[src/rtl/petd_pkg.sv]
// shared types and constants of the periodic event task dispatcher
package petd_pkg;

	// default table depth and the most dispatches one scan may give
	localparam int MAX_TASKS_DEF = 16;
	localparam int RESULT_LIMIT  = 16;
	localparam int HIT_W         = $clog2(RESULT_LIMIT + 1);

	// operation codes of the input transfer
	typedef enum logic [2:0] {
		OP_TICK  = 3'd0,
		OP_SCAN  = 3'd1,
		OP_ADD   = 3'd2,
		OP_RAISE = 3'd3,
		OP_SET   = 3'd4,
		OP_READ  = 3'd5
	} op_t;

	// task life-cycle states
	typedef enum logic [1:0] {
		TS_INIT = 2'd0,
		TS_IDLE = 2'd1,
		TS_EXEC = 2'd2,
		TS_DEAD = 2'd3
	} tstate_t;

	// dispatch action codes of a result
	typedef enum logic [1:0] {
		ACT_NONE = 2'd0,
		ACT_INIT = 2'd1,
		ACT_EXEC = 2'd2
	} action_t;

	// sequencer states
	typedef enum logic [2:0] {
		S_IDLE,
		S_TICK_RD,
		S_TICK_EV,
		S_SCAN,
		S_SCAN_END,
		S_RESP
	} fsm_t;

	// one timer table entry
	typedef struct packed {
		logic [31:0] period;
		logic [31:0] last;
	} timer_entry_t;

endpackage

[src/rtl/periodic_event_task_dispatcher_unit.sv]
// top level of the periodic event task dispatcher: task table, tick clock, sequencer
//
// Usage: one input channel (in_valid/in_ready) carries an operation with its
// task_id, task_kind, period_ticks and new_state fields; one output channel
// (out_valid/out_ready) returns results with action, task_index, task_status,
// table_full and last. last marks the final result of each input transfer.
// The block takes one input at a time and drops in_ready until that input's
// results are all loaded into the output register.
// Add, raise, set state, read state and unused codes give a single result. A tick
// steps through the registered tasks: each registered task costs a timer memory
// read and one pass through the shared add-and-compare unit. A scan walks one task
// per cycle under the flag and state flops while the receiver does not stall it,
// with at most sixteen dispatches.
// Results go through one output register; a scan holds back one result so the
// final one can carry last. When the receiver stalls, the walk pauses on the
// next dispatch and the table is left unchanged until it moves on.
// Reset clears the task count, the tick clock, the pending flags and both
// channels; the per-task table needs no clearing pass.
module periodic_event_task_dispatcher_unit #(
	parameter int MAX_TASKS = petd_pkg::MAX_TASKS_DEF
) (
	input  logic        clk,
	input  logic        arst_n,
	input  logic        in_valid,
	output logic        in_ready,
	input  logic [2:0]  operation,
	input  logic [3:0]  task_id,
	input  logic        task_kind,
	input  logic [31:0] period_ticks,
	input  logic [1:0]  new_state,
	output logic        out_valid,
	input  logic        out_ready,
	output logic [1:0]  action,
	output logic [3:0]  task_index,
	output logic [1:0]  task_status,
	output logic        table_full,
	output logic        last
);

	localparam int IDX_W = (MAX_TASKS > 1) ? $clog2(MAX_TASKS) : 1;
	localparam int CNT_W = $clog2(MAX_TASKS + 1);
	localparam int HIT_W = petd_pkg::HIT_W;

	// control state
	petd_pkg::fsm_t state_q, state_d;
	logic [CNT_W-1:0] count_q;
	logic [31:0]      time_q;
	logic [IDX_W-1:0] idx_q;
	logic [HIT_W-1:0] hits_q;
	logic [MAX_TASKS-1:0] pend_q;

	// latched input transfer
	petd_pkg::op_t op_q;
	logic [3:0]    id_q;
	logic          kind_q;
	logic [31:0]   period_q;
	logic [1:0]    nst_q;

	// per-task state and kind
	logic [1:0] tstate_q [MAX_TASKS];
	logic       tkind_q  [MAX_TASKS];

	// held scan result
	logic       hold_v_q;
	logic [1:0] hold_act_q;
	logic [3:0] hold_idx_q;
	logic [1:0] hold_st_q;

	// output register
	logic       out_valid_q;
	logic [1:0] out_act_q;
	logic [3:0] out_idx_q;
	logic [1:0] out_st_q;
	logic       out_full_q;
	logic       out_last_q;

	// timer memory
	logic                   mem_we;
	logic [IDX_W-1:0]       mem_waddr;
	petd_pkg::timer_entry_t mem_wdata;
	petd_pkg::timer_entry_t mem_rdata;

	// comb control
	logic             accept;
	logic             out_free;
	logic [IDX_W-1:0] sel;
	logic [IDX_W-1:0] id_slot;
	logic [IDX_W-1:0] add_slot;
	logic [1:0]       cur_st;
	logic             cur_kind;
	logic             cur_pend;
	logic             id_ok;
	logic             tbl_full;
	logic             at_end;
	logic [31:0]      due_sum;
	logic             due;
	logic             fire;
	logic             scan_hit;
	logic             scan_stall;
	logic             out_load;
	logic [1:0]       ld_act;
	logic [3:0]       ld_idx;
	logic [1:0]       ld_st;
	logic             ld_full;
	logic             ld_last;
	logic             resp_go;

	assign accept   = in_valid && in_ready;
	assign in_ready = (state_q == petd_pkg::S_IDLE);
	assign out_free = !out_valid_q || out_ready;

	// table lookups at the walk index or the addressed task
	assign id_slot  = IDX_W'(id_q);
	assign add_slot = IDX_W'(count_q);
	assign sel      = (state_q == petd_pkg::S_RESP) ? id_slot : idx_q;
	assign cur_st   = tstate_q[sel];
	assign cur_kind = tkind_q[sel];
	assign cur_pend = pend_q[sel];
	assign id_ok    = (CNT_W + 4)'(id_q) < (CNT_W + 4)'(count_q);
	assign tbl_full = (CNT_W + 1)'(count_q) >= (CNT_W + 1)'(MAX_TASKS);
	assign at_end   = CNT_W'(idx_q) == (count_q - CNT_W'(1));

	// shared add-and-compare unit: due when now >= last + period, modulo 2^32
	assign due_sum = mem_rdata.last + mem_rdata.period;
	assign due     = time_q >= due_sum;
	assign fire    = (state_q == petd_pkg::S_TICK_EV) && cur_kind && due;

	// scan decision for the task under the walk index
	assign scan_hit = (cur_st == petd_pkg::TS_INIT) ||
		((cur_st == petd_pkg::TS_IDLE) && cur_pend);
	assign scan_stall = scan_hit && hold_v_q && !out_free;
	assign resp_go = (state_q == petd_pkg::S_RESP) && out_free;

	// timer memory write: fire stamp on tick, fresh entry on add
	always_comb begin
		mem_we    = 1'b0;
		mem_waddr = idx_q;
		mem_wdata = '{period: mem_rdata.period, last: time_q};
		if (fire) begin
			mem_we = 1'b1;
		end else if (resp_go && (op_q == petd_pkg::OP_ADD) && !tbl_full) begin
			mem_we    = 1'b1;
			mem_waddr = add_slot;
			mem_wdata = '{period: kind_q ? period_q : 32'd0, last: 32'd0};
		end
	end

	petd_timer_ram #(
		.DEPTH  (MAX_TASKS),
		.ADDR_W (IDX_W)
	) u_timer_ram (
		.clk     (clk),
		.wr_en   (mem_we),
		.wr_addr (mem_waddr),
		.wr_data (mem_wdata),
		.rd_addr (idx_q),
		.rd_data (mem_rdata)
	);

	// sequencer state register
	always_ff @(posedge clk or negedge arst_n) begin
		if (!arst_n) begin
			state_q <= petd_pkg::S_IDLE;
		end else begin
			state_q <= state_d;
		end
	end

	// next state and output register load
	always_comb begin
		state_d  = state_q;
		out_load = 1'b0;
		ld_act   = petd_pkg::ACT_NONE;
		ld_idx   = 4'd0;
		ld_st    = 2'd0;
		ld_full  = 1'b0;
		ld_last  = 1'b0;
		unique case (state_q)
			petd_pkg::S_IDLE: begin
				if (accept) begin
					case (operation)
						petd_pkg::OP_TICK: begin
							state_d = (count_q == '0) ? petd_pkg::S_RESP : petd_pkg::S_TICK_RD;
						end
						petd_pkg::OP_SCAN: begin
							state_d = (count_q == '0) ? petd_pkg::S_SCAN_END : petd_pkg::S_SCAN;
						end
						default: begin
							state_d = petd_pkg::S_RESP;
						end
					endcase
				end
			end
			petd_pkg::S_TICK_RD: begin
				state_d = petd_pkg::S_TICK_EV;
			end
			petd_pkg::S_TICK_EV: begin
				state_d = at_end ? petd_pkg::S_RESP : petd_pkg::S_TICK_RD;
			end
			petd_pkg::S_SCAN: begin
				if (!scan_stall) begin
					if (scan_hit && hold_v_q) begin
						out_load = 1'b1;
						ld_act   = hold_act_q;
						ld_idx   = hold_idx_q;
						ld_st    = hold_st_q;
					end
					if (at_end || (scan_hit && (hits_q == HIT_W'(petd_pkg::RESULT_LIMIT - 1)))) begin
						state_d = petd_pkg::S_SCAN_END;
					end
				end
			end
			petd_pkg::S_SCAN_END: begin
				if (out_free) begin
					out_load = 1'b1;
					ld_last  = 1'b1;
					if (hold_v_q) begin
						ld_act = hold_act_q;
						ld_idx = hold_idx_q;
						ld_st  = hold_st_q;
					end
					state_d = petd_pkg::S_IDLE;
				end
			end
			petd_pkg::S_RESP: begin
				if (out_free) begin
					out_load = 1'b1;
					ld_last  = 1'b1;
					case (op_q) inside
						petd_pkg::OP_ADD: begin
							ld_full = tbl_full;
							ld_idx  = tbl_full ? 4'd0 : 4'(count_q);
						end
						petd_pkg::OP_RAISE, petd_pkg::OP_READ: begin
							ld_idx = id_q;
							ld_st  = id_ok ? cur_st : 2'd0;
						end
						petd_pkg::OP_SET: begin
							ld_idx = id_q;
							ld_st  = id_ok ? nst_q : 2'd0;
						end
						default: begin
						end
					endcase
					state_d = petd_pkg::S_IDLE;
				end
			end
			default: begin
				state_d = petd_pkg::S_IDLE;
			end
		endcase
	end

	// control registers: count, clock, walk index, held result, output valid
	always_ff @(posedge clk or negedge arst_n) begin
		if (!arst_n) begin
			count_q     <= '0;
			time_q      <= '0;
			idx_q       <= '0;
			hits_q      <= '0;
			hold_v_q    <= 1'b0;
			out_valid_q <= 1'b0;
		end else begin
			if (accept) begin
				idx_q  <= '0;
				hits_q <= '0;
				if (operation == petd_pkg::OP_TICK) begin
					time_q <= time_q + 32'd1;
				end
			end
			if (state_q == petd_pkg::S_TICK_EV) begin
				idx_q <= idx_q + IDX_W'(1);
			end
			if ((state_q == petd_pkg::S_SCAN) && !scan_stall) begin
				idx_q <= idx_q + IDX_W'(1);
				if (scan_hit) begin
					hold_v_q <= 1'b1;
					hits_q   <= hits_q + HIT_W'(1);
				end
			end
			if ((state_q == petd_pkg::S_SCAN_END) && out_free) begin
				hold_v_q <= 1'b0;
			end
			if (resp_go && (op_q == petd_pkg::OP_ADD) && !tbl_full) begin
				count_q <= count_q + CNT_W'(1);
			end
			if (out_load) begin
				out_valid_q <= 1'b1;
			end else if (out_ready) begin
				out_valid_q <= 1'b0;
			end
		end
	end

	// pending flags: set by tick and raise, cleared by exec dispatch and add
	always_ff @(posedge clk or negedge arst_n) begin
		if (!arst_n) begin
			pend_q <= '0;
		end else begin
			if (fire) begin
				pend_q[idx_q] <= 1'b1;
			end
			if ((state_q == petd_pkg::S_SCAN) && !scan_stall && scan_hit &&
				(cur_st == petd_pkg::TS_IDLE)) begin
				pend_q[idx_q] <= 1'b0;
			end
			if (resp_go && (op_q == petd_pkg::OP_ADD) && !tbl_full) begin
				pend_q[add_slot] <= 1'b0;
			end
			if (resp_go && (op_q == petd_pkg::OP_RAISE) && id_ok) begin
				pend_q[id_slot] <= 1'b1;
			end
		end
	end

	// latched transfer, task state and kind, held result, output payload
	always_ff @(posedge clk) begin
		if (accept) begin
			op_q     <= petd_pkg::op_t'(operation);
			id_q     <= task_id;
			kind_q   <= task_kind;
			period_q <= period_ticks;
			nst_q    <= new_state;
		end
		if ((state_q == petd_pkg::S_SCAN) && !scan_stall && scan_hit) begin
			hold_idx_q <= 4'(idx_q);
			if (cur_st == petd_pkg::TS_INIT) begin
				tstate_q[idx_q] <= petd_pkg::TS_IDLE;
				hold_act_q      <= petd_pkg::ACT_INIT;
				hold_st_q       <= petd_pkg::TS_IDLE;
			end else begin
				tstate_q[idx_q] <= petd_pkg::TS_EXEC;
				hold_act_q      <= petd_pkg::ACT_EXEC;
				hold_st_q       <= petd_pkg::TS_EXEC;
			end
		end
		if (resp_go && (op_q == petd_pkg::OP_ADD) && !tbl_full) begin
			tstate_q[add_slot] <= petd_pkg::TS_INIT;
			tkind_q[add_slot]  <= kind_q;
		end
		if (resp_go && (op_q == petd_pkg::OP_SET) && id_ok) begin
			tstate_q[id_slot] <= nst_q;
		end
		if (out_load) begin
			out_act_q  <= ld_act;
			out_idx_q  <= ld_idx;
			out_st_q   <= ld_st;
			out_full_q <= ld_full;
			out_last_q <= ld_last;
		end
	end

	assign out_valid   = out_valid_q;
	assign action      = out_act_q;
	assign task_index  = out_idx_q;
	assign task_status = out_st_q;
	assign table_full  = out_full_q;
	assign last        = out_last_q;

	// table never grows past its depth
	a_count_bound: assert property (@(posedge clk) disable iff (!arst_n)
		(CNT_W + 1)'(count_q) <= (CNT_W + 1)'(MAX_TASKS))
		else $error("task count beyond table depth");

	// a scan never dispatches more than the result limit
	a_hits_bound: assert property (@(posedge clk) disable iff (!arst_n)
		(HIT_W + 1)'(hits_q) <= (HIT_W + 1)'(petd_pkg::RESULT_LIMIT))
		else $error("scan dispatch count beyond limit");

	// one input at a time: busy straight after a transfer
	a_busy_after_accept: assert property (@(posedge clk) disable iff (!arst_n)
		accept |=> !in_ready)
		else $error("input taken while previous one still in work");

	// a held scan result only lives inside a scan
	a_hold_in_scan: assert property (@(posedge clk) disable iff (!arst_n)
		hold_v_q |-> ((state_q == petd_pkg::S_SCAN) || (state_q == petd_pkg::S_SCAN_END)))
		else $error("held scan result outside scan");

	// the output register is never overwritten while it waits
	a_no_overwrite: assert property (@(posedge clk) disable iff (!arst_n)
		(out_valid_q && !out_ready) |-> !out_load)
		else $error("stalled result overwritten");

endmodule

[src/rtl/petd_timer_ram.sv]
// timer table memory: period and last-fire time per task, registered read
module petd_timer_ram #(
	parameter int DEPTH  = petd_pkg::MAX_TASKS_DEF,
	parameter int ADDR_W = (DEPTH > 1) ? $clog2(DEPTH) : 1
) (
	input  logic                  clk,
	input  logic                  wr_en,
	input  logic [ADDR_W-1:0]     wr_addr,
	input  petd_pkg::timer_entry_t wr_data,
	input  logic [ADDR_W-1:0]     rd_addr,
	output petd_pkg::timer_entry_t rd_data
);

	petd_pkg::timer_entry_t mem [DEPTH];

	// write port
	always_ff @(posedge clk) begin
		if (wr_en) begin
			mem[wr_addr] <= wr_data;
		end
	end

	// read port, registered output
	always_ff @(posedge clk) begin
		rd_data <= mem[rd_addr];
	end

endmodule

[config.mk]
export PLATFORM = sky130hd
export DESIGN_NAME = periodic_event_task_dispatcher_unit
export DESIGN_NICKNAME = d
export VERILOG_FILES = /design/src/rtl/petd_pkg.sv /design/src/rtl/periodic_event_task_dispatcher_unit.sv /design/src/rtl/petd_timer_ram.sv
export SDC_FILE = /design/constraint.sdc
export NUM_CORES = 1
export LEC_CHECK = 0
export BUFFER_PORTS_ARGS = -buffer_cell sky130_fd_sc_hd__buf_4
export CAP_MARGIN = 20
export CORE_MARGIN = 10
export CORE_UTILIZATION = 42
export CTS_CLUSTER_SIZE = 30
export DETAILED_ROUTE_END_ITERATION = 16
export SYNTH_ARGS = -nofsm -noshare
export SYNTH_HDL_FRONTEND = slang
export SYNTH_HIERARCHICAL = 1
export SYNTH_SLANG_ARGS = --single-unit
[constraint.sdc]
create_clock -name clk -period 29 [get_ports clk]
set_input_delay 4.35 -clock clk [delete_from_list [all_inputs] [get_ports clk]]
set_output_delay 4.35 -clock clk [all_outputs]
set_load 0.01 [all_outputs]
Word-level counts from Yosys, hierarchy flattened
Memory sizes are Yosys's and may differ from the RTL's. A register that Yosys moved wholly into a read port is not among the register bits.
Cells that the tools add are included.
{ "word_totals": {"regBits": 125, "latch_bits": 0, "ramBits": 1072, "rom_bits": 0, "in_bits": 46, "out_inout_bits": 12, "word_cells": 192, "memories": 3} }
{ "classes": {"n_addsub": 6, "mul": 0, "div_mod_pow": 0, "magnitude_cmp": 10, "eq_ne": 17, "shifts": 0, "n_mux": 85, "bitwise_logic": 7, "reduce_logical": 44} }
{ "memory_table": {"columns": ["memory", "words", "width", "read_ports", "rd_ports_with_merged_regs", "write_ports", "line", "source"], "rows": [
  ["u_timer_ram.mem", 16, 64, 1, 1, 1, "petd_timer_ram.sv:14", "petd_pkg::timer_entry_t mem [DEPTH];"],
  ["tstate_q", 16, 2, 1, 0, 1, "periodic_event_task_dispatcher_unit.sv:60", "logic [1:0] tstate_q [MAX_TASKS];"],
  ["tkind_q", 16, 1, 1, 0, 1, "periodic_event_task_dispatcher_unit.sv:61", "logic tkind_q [MAX_TASKS];"]
]} }
{ "ops": {"columns": ["cell", "count"], "rows": [
  ["64-bit two-way mux", 2],
  ["4-bit two-way mux", 17],
  ["16-bit two-way mux", 4],
  ["32-bit by 1-bit adder with 32-bit output, second input constant", 1],
  ["32-bit adder", 1],
  ["16-bit AND", 2],
  ["32-bit >= comparator", 1],
  ["32-bit two-way mux", 1],
  ["16-bit NOT", 2],
  ["16-bit OR", 2],
  ["2-bit two-way mux", 14],
  ["1-bit two-way mux", 27],
  ["1-bit logical AND", 21],
  ["3-bit two-way mux", 7],
  ["4-bit by 5-bit less-than comparator with 1-bit output, second input constant", 4],
  ["5-bit two-way mux", 3],
  ["3-bit case mux with 5 select lines", 1],
  ["1-bit demux with 4-bit select", 3],
  ["3-bit by 2-bit equality test with 1-bit output, second input constant", 4],
  ["3-bit equality test, second input constant", 4],
  ["4-bit by 1-bit >= comparator with 1-bit output, second input constant", 3],
  ["4-bit case mux with 3 select lines", 1],
  ["5-bit by 1-bit adder with 5-bit output, second input constant", 2],
  ["2-bit OR reduction", 4],
  ["other kinds (26)", 38]
]} }

Longest topological paths before layout
Gate-level depths: netlist of run 1.
{ "depth": {"depth_word": 17, "depth_mapped": 26, "depth_no_buf": 25} }

Hierarchy
Netlist of run 1, hierarchy kept.
{ "by_module_without_submodules": {"columns": ["module", "n_inst", "cells_per_inst", "area_per_inst_um2", "seq_area_each_um2"], "rows": [
  ["petd_timer_ram", 1, 1647, 39585.5, 32030.7],
  ["periodic_event_task_dispatcher_unit", 1, 1074, 10870.4, 4859.7]
]} }

Worst setup path after synthesis of run 1
OpenSTA, ideal clock, no wires.
{ "synth_timing": {"kind": "input to register", "from": "in out_ready", "to": "mem u_timer_ram/mem[0][0] (netlist name) (enable)", "setup_time_ns": 0.565, "arrival_time_ns": 10.588, "t_required_ns": 28.435, "path_slack_ns": 17.848, "cell_stages": 10, "n_path_buf": 3, "cell_sequence": "nor2b_1 -> nor2_1 -> nand2_1 -> or2_2 -> clkbuf_1 -> clkbuf_1 -> clkbuf_1 -> nand2_1 -> or3b_2 -> nor3_1"} }
{ "synth_via": {"elab_chain_len": 8, "word_cells_on_any_way": 10, "cone_classes": "mux (6); reduce/logical (4)"} }
{ "synth_lines": {"columns": ["element", "line", "source"], "rows": [
  ["start, declared", "periodic_event_task_dispatcher_unit.sv:32", "input logic out_ready,"],
  ["1-bit logical OR", "periodic_event_task_dispatcher_unit.sv:110", "assign out_free = !out_valid_q || out_ready;"],
  ["1-bit logical AND", "periodic_event_task_dispatcher_unit.sv:132", "assign resp_go = (state_q == petd_pkg::S_RESP) && out_free;"],
  ["1-bit logical AND (2 in series)", "periodic_event_task_dispatcher_unit.sv:141", "end else if (resp_go && (op_q == petd_pkg::OP_ADD) && !tbl_full) begin"],
  ["1-bit two-way mux", "periodic_event_task_dispatcher_unit.sv:141", null],
  ["1-bit two-way mux", "periodic_event_task_dispatcher_unit.sv:139", "if (fire) begin"],
  ["net mem_we", "periodic_event_task_dispatcher_unit.sv:78", "logic mem_we;"],
  ["1-bit two-way mux", "petd_timer_ram.sv:18", "if (wr_en) begin"],
  ["1-bit two-way mux (not written as such)", "petd_timer_ram.sv:19", "mem[wr_addr] <= wr_data;"],
  ["end, declared", "petd_timer_ram.sv:14", null]
]} }
The timed path passes the listed nets, and every way through them passes these cells.

Final worst setup path of run 1
{ "layout_timing": {"from": "in out_ready", "to": "mem u_timer_ram/mem[4][41] (netlist name) (enable)"} }
{ "layout_via": {"word_cells_on_any_way": 10, "cone_classes": "mux (6); reduce/logical (4)"} }
{ "layout_lines": {"columns": ["element", "line", "source"], "rows": [
  ["1-bit logical OR", "periodic_event_task_dispatcher_unit.sv:110", null],
  ["1-bit logical AND", "periodic_event_task_dispatcher_unit.sv:132", null],
  ["1-bit logical AND (2 in series)", "periodic_event_task_dispatcher_unit.sv:141", null],
  ["4-bit two-way mux", "periodic_event_task_dispatcher_unit.sv:141", null],
  ["4-bit two-way mux", "periodic_event_task_dispatcher_unit.sv:139", null],
  ["net mem_waddr[3]", "periodic_event_task_dispatcher_unit.sv:79", "logic [IDX_W-1:0] mem_waddr;"]
]} }
The timed path passes the listed nets, and every way through them passes these cells.

==> impl_metrics.toml, run 1 <==
[cts]
cts_hold_buf = 0
cts.sinks = 1261
post_cts_resized = 0
cts_inserted_buffers = 133
cts_tree = "yes"
cts.clk_slew.worst_paths_ps = 60
cts_max_path_buffers = 3
htree_levels = 4
cts_setup_buffers = 0
clkLatencyLatePin_ps = 750
cts_root_buf = "clkbuf_16"

[grt]
grtUsageTotal = 0.1801
grt_max_degree = 107
grt_pass1_wl_mm = 181.7
antenna_found_initial = 0
grt_overflow = 0
grt_pass1_vias = 27020

[worst_setup_path]
cp_cell_sequence = "buf_4 -> nor2b_1 -> nor2_1 -> nand2_1 -> or2_4 -> nor2_1 -> a21oi_1 -> inv_1 -> nand3b_1 -> nor3_2 -> buf_4"
critPathBufInv = 3
end_kind = "register"
crit_arrival_ps = 9080
crit_start = "out_ready"
critPathMaxFanout = 71
r2r_start = "u_timer_ram/rd_data[32]"
cpLargestDelayFamily = "simple AND/OR/NAND/NOR gates"
required_ps = 29360
critPathSlowestCell = "nor3_2"
startpoint_type = "primary input"
max_stage_delay_ps = 880
criticalPathCategory = "in -> reg"

[sta]
fin_tns_setup_ps = 0
setup_viol = 0
holdWs_ps = 512.2
fin_crit_ps = 8712
finalMaxSlewViolations = 0
clock_skew_ps = 28.72
grt_setup_unrepaired = "no"
fmax_ghz = 0.1148
finalHoldViolCount = 0
finalCritPeriodShare = 0.3004
worstMarginPinSlew_ps = 1115
maxSlewHeadroom = 0.2566

[cells_and_area]
multi_input_area_um2 = 12930
nNetsFinal = 2961
stdcell_area_um2 = 57230
final_common_cell = "edfxtp_1"
area_growth_pct = 13.42
seqCellArea_um2 = 36900
layout_common_cells = "edfxtp_1, mux4_2, nand2_1, clkbuf_16, a22oi_1"
drive_above_1_share = 0.2074
fillers = 9855
finalNonFillerCells = 4560

[synthesis]
ys_ff_latch = 1261
synth.distinct_cells = 71
syn_nets = 2845
synth_edf_count = 1130
synth-main-ff-cell = "edfxtp_1"
yosysSeqAreaShare = 0.7311
yosys_warnings = 6
async_flop_share = 0.05313
syn_inst = 2721
synth_area_um2 = 50460
synth_area_per_cell_um2 = 18.54

[power_and_ir_drop]
cellPowerDensity_nw_per_um2 = 93.10
vdd_drop_max_mv = 0.06913
leakagePower_nw = 18.85

[place]
dp_hpwl_mm = 74.25
dp_cells = 4312
gp_congestion = 0.8032
place_area_um2 = 52850
numPortBuffers = 57

[routing]
drc = 0
postRouteAntennaNets = 0
drt-initial-drc-count = 2603
dr.pass1.iters = 5
wl_per_cell_um = 26.91
vias_per_cell = 5.778
num_vias = 26350
wl_mm = 122.7

[floorplan]
die_area_um2 = 134400
start_util = 0.4217
core_um2 = 119700
ios = 58
die_y_um = 366.6
die_width_um = 366.6
rows = 127

[hold_path]
min_from = "time_q[31]"
min_path_type = "reg -> reg"

[status]
status = "finished clean"

[job]
maxCapViolations = 0
-- cell type report --
type	count	area share
Antenna cell	2	0.00008745
Multi-Input combinational cell	1300	0.2260
Clock inverter	64	0.01227
Inverter	34	0.002230
Timing Repair Buffer	107	0.01548
Clock buffer	180	0.06393
Tap cell	1612	0.03524
Sequential cell	1261	0.6448
-- flip-flops by register name, summed over array words and instances (netlist names), 5 cells and up --
name	cells
pend_q	16
count_q	5
period_q	32
u_timer_ram/mem	1024
hits_q	5
u_timer_ram/rd_data	64
time_q	32
tstate_q	32
tkind_q	16
-- cells in the mapped netlist, types with 4 or more instances --
library cell,n,share of area
a211oi_1,15,0.0022
a21o_1,21,0.0031
a21oi_1,48,0.0048
a22oi_1,128,0.019
a311oi_1,9,0.0016
a31oi_1,9,0.0011
a41oi_1,7,0.0012
and2_1,44,0.0055
and3_1,22,0.0027
and4_1,4,0.00069
buf_1,17,0.0013
buf_2,24,0.0024
buf_4,9,0.0013
buf_6,15,0.0033
clkbuf_1,61,0.0045
dfrtp_1,67,0.033
dfxtp_1,64,0.025
edfxtp_1,1130,0.67
ha_1,77,0.019
inv_1,34,0.0025
mux2i_1,16,0.0032
mux4_1,4,0.0021
mux4_2,262,0.12
nand2_1,199,0.015
nand2b_1,21,0.0026
nand3_1,64,0.0063
nand3b_1,4,0.00060
nand4_1,12,0.0015
nor2_1,73,0.0054
nor2b_1,19,0.0024
nor3_1,28,0.0028
nor3b_1,7,0.0010
nor4_1,4,0.00050
o211ai_1,7,0.0010
o21a_1,8,0.0012
o21ai_0,38,0.0038
o21ai_1,4,0.00040
o21bai_1,9,0.0013
o22ai_1,8,0.00099
o31ai_1,6,0.00089
or2_2,7,0.00087
xnor2_1,47,0.0082
xor2_1,24,0.0042
-- through the flow --
| step | utilization | setup WS, ps | total power, mW |
|---|---|---|---|
| after global routing | 0.4782 | 20080 | 5.583 |
| after CTS | 0.4781 | 20260 | 5.370 |
| after floorplan | - | 17850 | 3.258 |
| after detailed placement | 0.4417 | 19480 | 3.680 |
| after global placement | 0.4409 | 19650 | 3.651 |
| final | 0.4783 | 20290 | 5.328 |
-- final timing paths --
path,cells after the start,end,slack (ps)
min reg2reg,1,time_q[31],510
max in group asynchronous,1,idx_q[0],24600
max reg2reg,25,u_timer_ram/mem[0][35],20960
max,11,u_timer_ram/mem[4][41],20290
min in group asynchronous,1,hits_q[1],3720
min,1,time_q[31],510
-- kinds of logic (layout without fill, tap and decap cells) --
| family | count (synthesis) | count (layout) | synth area share |
|---|---|---|---|
| multiplexers | 286 | 286 | 0.1233 |
| XOR/XNOR | 71 | 71 | 0.01232 |
| adder cells (fa/ha/maj) | 78 | 78 | 0.01949 |
| AND/OR/NAND/NOR | 523 | 523 | 0.05061 |
| buffers and inverters | 160 | 385 | 0.01540 |
| flip-flops | 1261 | 1261 | 0.7311 |
| AO/OA/AOI/OAI | 342 | 342 | 0.04771 |
| other | 0 | 2 | 0 |
-- per-layer routing --
metal / part of all wire / global-route usage / up-vias
li1: - / - / 11240
met1: 0.44 / 0.2592 / 13920
met2: 0.46 / 0.2756 / 1005
met3: 0.072 / 0.03595 / 191
met4: 0.025 / 0.05586 / 0
met5: 0 / 0 / -
-- power breakdown --
part           total [mW]  switching (mW)  internal, mW  leakage, nW
combinational        1.36           0.817         0.541         5.11
clock                1.68           0.706         0.977         2.13
sequential           2.29           0.102          2.18         11.6
total                5.33            1.63          3.70         18.8
(Power assumes the default switching activity.)
==> run 2: changes to the inputs <==
==> constraint.sdc (replaced) <==
create_clock -name clk -period 8.6 [get_ports clk]
set_input_delay 1.29 -clock clk [delete_from_list [all_inputs] [get_ports clk]]
set_output_delay 1.29 -clock clk [all_outputs]
set_load 0.01 [all_outputs]
==> run 2 against run 1 <==
- largest power group unchanged
- largest cell class unchanged
- critical path depth up 14
- sequential power rose to 3.4 times the previous value
- global-route usage up 0.097 points
- highest routed layer is now met5
==> impl_metrics.toml, run 2 (synthesis results as in run 1) <==
[cts]
cts_max_path_buffers = 3
post_cts_resized = 0
cts.sinks = 1261
cts_hold_buf = 0
cts_inserted_buffers = 134
cts.clk_slew.worst_paths_ps = 60
clkLatencyLatePin_ps = 750
cts_tree = "yes"
htree_levels = 4
cts_setup_buffers = 0
cts_root_buf = "clkbuf_16"

[cells_and_area]
layout_common_cells = "edfxtp_1, mux4_2, nand2_1, clkbuf_16, a22oi_1"
final_common_cell = "edfxtp_1"
largest_registers = "u_timer_ram/mem x1024, u_timer_ram/rd_data x64"
top_register = "u_timer_ram/mem"
largest_reg_flops = 1024
finalNonFillerCells = 4562
antennaDiodeCount = 0
nNetsFinal = 2967
drive_above_1_share = 0.2102
area_growth_pct = 13.55
final_util = 0.4788

[worst_setup_path]
max_stage_delay_ps = 610
critPathSlowestCell = "or3b_2"
critPathBufInv = 2
cpLargestDelayFamily = "compound AO/OA/AOI/OAI gates"
criticalPathCategory = "reg -> reg"
critPathMaxFanout = 16
required_ps = 9030
crit_top_cell = "a21oi_1"
startpoint_type = "register"
end_kind = "register"
crit_arrival_ps = 7630

[floorplan]
die_area_um2 = 134400
die_y_um = 366.6
start_util = 0.4217
core_um2 = 119700
ios = 58
rows = 127
die_width_um = 366.6

[power_and_ir_drop]
p_int_mw = 12.47
leakagePower_nw = 18.84
vdd_drop_max_mv = 0.2411
power_frac_seq = 0.428
power.switching_mw = 5.513
comb_power_share = 0.257
cellPowerDensity_nw_per_um2 = 313.8
clock_power_share = 0.315
swShare = 0.3066

[routing]
wl_mm = 123.2
drc = 0
num_vias = 26500
vias_per_cell = 5.810
postRouteAntennaNets = 0
wl_per_cell_um = 27.01
drt-initial-drc-count = 2895
dr.pass1.iters = 5

[sta]
clock_skew_ps = 33.03
finalCritPeriodShare = 0.8379
grt_setup_unrepaired = "no"
setup_viol = 0
maxSlewHeadroom = 0.2468
fin_crit_ps = 7206
finalHoldViolCount = 0
fmax_ghz = 0.1388
worstMarginPinSlew_ps = 1130
holdWs_ps = 524.6
fin_tns_setup_ps = 0
setup_ws_ps = 1394
finalMaxSlewViolations = 0

[grt]
grt_overflow = 0
antenna_found_initial = 2
grtUsageTotal = 0.1811
grt_max_degree = 158
grt_pass1_vias = 27060
grt_pass1_wl_mm = 183.3

[job]
maxCapViolations = 0

[place]
numPortBuffers = 57
dp_cells = 4317
dp_hpwl_mm = 72.86
gp_congestion = 0.8371
place_ws_ps = 1468

[status]
status = "finished clean"

[hold_path]
min_path_type = "reg -> reg"
-- run 2: cell types whose count changed in the layout (fill, tap and decap cells not counted), sizes merged --
cell      previous run  this run
buf                107       112
clkinv              45        38
clkinvlp             3         7
diode                2         0
inv                 41        43
-- run 2: layer usage --
metal / GRT usage / share of wire / up-vias
met5: 0 / 0.00012 / -
met4: 0.04818 / 0.021 / 2
met3: 0.03052 / 0.072 / 176
met2: 0.2837 / 0.47 / 1073
met1: 0.2618 / 0.44 / 14010
li1: - / - / 11240
-- run 2: cell type report --
cell class                 instances  area (um2)
clock inverter                    63       728.2
tap                             1612        2017
multi-input combinational       1300       12960
fill                            9827       62360
timing repair buffer             112       948.4
inverter                          34       127.6
sequential                      1261       36900
clock buffer                     180        3617
-- run 2: worst reg2reg max path: stages (launching register included) --
cell and delay [ps]:
dfxtp_1 320, ha_1 190, inv_1 70, fa_1 210
nor2b_1 70, o31a_1 270, o41ai_1 480, a211oi_1 160
o22ai_1 480, o21bai_1 120, a21oi_1 300, o21bai_1 100
a21oi_1 190, xor2_1 100, ha_1 310, nand4_1 110
nor3_1 190, a2bb2oi_1 170, a21oi_1 90, o31a_1 440
nor2_1 560, nand3_1 180, nand2_1 240, or3b_2 610
nor2_4 530, buf_4 400
-- run 2: metrics by stage --
step / total power [mW] / instance area, um2
3_5_place_dp: 12.44 / 52910
4_1_cts: 18.12 / 57260
5_1_grt: 18.83 / 57300
3_3_place_gp: 12.35 / 52910
6_report: 17.98 / 57300
2_1_floorplan: 10.99 / 50480
-- run 2: final timing paths --
kind                       slack, ps  cells after the start                     from                      to
min in group asynchronous        660                      1                   arst_n                hold_v_q
hold reg to reg                  520                      1                hits_q[2]               hits_q[2]
max in group asynchronous       7250                      1                   arst_n                idx_q[1]
setup / recovery                1390                     25  u_timer_ram/rd_data[32]  u_timer_ram/mem[3][45]
hold / removal                   520                      1                hits_q[2]               hits_q[2]
setup reg to reg                1390                     25  u_timer_ram/rd_data[32]  u_timer_ram/mem[3][45]
-- run 2: power groups by stage --
stage	logic, mW	clock network [mW]	registers (mW)
CTS	4.64	5.79	7.70
finish	4.63	5.66	7.69
detailed placement	4.62	0	7.82
global route	5.07	6.03	7.72
floorplan	3.41	0	7.58
global placement	4.54	0	7.81
==> run 3: changes to the inputs <==
--- a/config.mk
+++ b/config.mk
@@ -5,6 +5,7 @@
 export SDC_FILE = /design/constraint.sdc
 export NUM_CORES = 1
 export LEC_CHECK = 0
+export ABC_AREA = 1
 export BUFFER_PORTS_ARGS = -buffer_cell sky130_fd_sc_hd__buf_4
 export CAP_MARGIN = 20
 export CORE_MARGIN = 10
==> constraint.sdc (replaced) <==
create_clock -name clk -period 5.77 [get_ports clk]
set_input_delay 0.8655 -clock clk [delete_from_list [all_inputs] [get_ports clk]]
set_output_delay 0.8655 -clock clk [all_outputs]
set_load 0.01 [all_outputs]
==> run 3 against run 2 <==
- core utilization fell by 0.66 points
- sequential share of layout area shrank 6.0 points
- register-to-register slack worse by 1000 ps
- critical path type unchanged
- critical endpoint is now u_timer_ram/mem[9][53]
- highest routed layer unchanged
==> impl_metrics.toml, run 3 <==
[floorplan]
die_y_um = 387.4
core_um2 = 133800
die_width_um = 387.4
rows = 134
ios = 58
die_area_um2 = 150100
start_util = 0.4237

[status]
status = "finished clean"

[cells_and_area]
nNetsFinal = 5740
largest_registers = "u_timer_ram/mem x1024, u_timer_ram/rd_data x64"
largest_reg_flops = 1024
drive_above_1_share = 0.06459
area_growth_pct = 11.45
finalNonFillerCells = 7497
fillers = 12350
final_common_cell = "nand2_1"
top_register = "u_timer_ram/mem"
final_util = 0.4723
layout_common_cells = "nand2_1, edfxtp_1, inv_1, nand3_1, clkbuf_16"

[synthesis]
ys_top_cells_by_count = "nand2_1, edfxtp_1, inv_1"
yosysSeqAreaShare = 0.6507
syn_nets = 5726
synth_top_area_frac = 0.5985
ys_top_cells_by_area = "edfxtp_1, nand2_1, nand3_1, inv_1, dfrtp_1"
yosysMostFrequentCell = "nand2_1"
synth_area_um2 = 56690
synth_edf_count = 1130
async_flop_share = 0.05313
synth.distinct_cells = 59
synth_area_per_cell_um2 = 10.12
ys_ff_latch = 1261
synth-main-ff-cell = "edfxtp_1"
yosys_warnings = 6
yosysTopAreaCell = "edfxtp_1"
syn_inst = 5602

[routing]
wl_per_cell_um = 20.30
num_vias = 38640
wl_mm = 152.2
drc = 0
dr.pass1.iters = 6
vias_per_cell = 5.154
postRouteAntennaNets = 0
drt-initial-drc-count = 3809

[sta]
worstMarginPinSlew_ps = 1065
clock_skew_ps = 55.50
setup_viol = 0
fin_crit_ps = 5378
grt_setup_unrepaired = "no"
holdWs_ps = 264.3
finalCritPeriodShare = 0.9321
maxSlewHeadroom = 0.2822
finalHoldViolCount = 0
finalMaxSlewViolations = 0
fmax_ghz = 0.1859
fin_tns_setup_ps = 0

[worst_setup_path]
critPathMaxFanout = 64
critPathSlowestCell = "fa_1"
crit_arrival_ps = 5800
required_ps = 6190
end_kind = "register"
r2r_start = "u_timer_ram/rd_data[32]"
critPathBufInv = 2
rr_worst_depth = 25
cpLargestDelayFamily = "simple AND/OR/NAND/NOR gates"
max_stage_delay_ps = 410
rr_endpoint = "u_timer_ram/mem[9][53]"
criticalPathCategory = "reg -> reg"
ff2ff_setup_slack_ps = 390
startpoint_type = "register"
crit_top_cell = "nand2_1"

[power_and_ir_drop]
leakagePower_nw = 26.73
power_mw = 29.52
cellPowerDensity_nw_per_um2 = 467.2
vdd_drop_max_mv = 0.3368

[hold_path]
hold_depth = 1
hold_path_end = "period_q[10]"
min_path_type = "in -> reg"
min_from = "period_ticks[10]"

[cts]
cts_root_buf = "clkbuf_16"
cts_setup_buffers = 0
cts_max_path_buffers = 3
clkLatencyLatePin_ps = 790
cts.clk_slew.worst_paths_ps = 60
htree_levels = 4
cts.sinks = 1261
cts_inserted_buffers = 137
cts_tree = "yes"

[place]
dp_cells = 7239
dp_hpwl_mm = 89.53
numPortBuffers = 57
gp_congestion = 0.8679

[grt]
grt_overflow = 0
grt_pass1_wl_mm = 231.2
grt_max_degree = 177
antenna_found_initial = 4
grt-busiest-layer = "met2"
grtUsageTotal = 0.1977
grt.met2_usage = 0.3107
grt_use_met3 = 0.03385
grt_pass1_vias = 36810
met1_usage = 0.2791

[job]
maxCapViolations = 0
-- run 3: cell types whose count changed in the layout (fill, tap and decap cells not counted), moves of 18 or more --
cell / delta
a21o_1: -18
a22oi_1: -127
and2_1: -43
and3_1: -21
buf_4: -21
inv_1: +902
mux4_2: -262
nand2_1: +1504
nand2b_1: -21
nand3_1: +830
nor2_1: +78
xnor2_1: -18
xor2_1: +18
-- run 3: cells by family after synthesis --
kind of cell | after synthesis | share of synthesized area
adders and majority gates | 78 | 0.01735
buffers and inverters | 1188 | 0.08976
xor gates and xnor gates | 71 | 0.01097
muxes | 1 | 0.0001986
AOI/OAI and AO/OA | 154 | 0.01609
DFF | 1261 | 0.6507
and+or+nand+nor | 2849 | 0.2149
-- run 3: routing by layer --
metal	up-vias	routed length, um
li1	18250	-
met1	18670	67170
met2	1483	69700
met3	236	11410
met4	2	3888
met5	-	13
-- run 3: per-stage QoR --
step                area (um2)  setup WS, ps
CTS                      63030         17.67
global route             63180         54.39
floorplan                56730        -392.4
global placement         58590         42.98
detailed placement       58590         17.27
finish                   63190         391.8
-- run 3: worst max path at each step --
stage	slack (ps)	to	cells after the start	start
after detailed placement	20	u_timer_ram/mem[10][55]	25	u_timer_ram/rd_data[32]
after global placement	40	u_timer_ram/mem[14][47]	25	u_timer_ram/rd_data[32]
final	390	u_timer_ram/mem[9][53]	25	u_timer_ram/rd_data[32]
after CTS	20	u_timer_ram/mem[7][35]	25	u_timer_ram/rd_data[32]
after floorplan	-390	u_timer_ram/mem[15][0]	25	u_timer_ram/rd_data[32]
after global routing	50	u_timer_ram/mem[9][57]	25	u_timer_ram/rd_data[32]
-- run 3: power by group --
part / leakage, nW / internal, mW / switching, mW
clock network: 2.13 / 4.89 / 3.68
logic: 13.0 / 2.71 / 6.94
registers: 11.6 / 11.0 / 0.318
-- run 3: area by class of cell --
cell class | instances | area, um2 | area share
inverter | 946 | 3587 | 0.05677
multi-input combinational | 3153 | 14850 | 0.2350
sequential | 1261 | 36910 | 0.5841
antenna | 1 | 2.502 | 0.00003960
tap | 1768 | 2212 | 0.03501
clock buffer | 188 | 3724 | 0.05893
timing repair buffer | 117 | 1217 | 0.01927
clock inverter | 63 | 688.2 | 0.01089
-- run 3: repair_timing --
item | CTS | global route
gates cloned | 0 | 2
hold buffers | 1 | 0
hold endpoints to repair | 20 | 0
resized for setup | 4 | 32
setup endpoints to repair | 31 | 1020
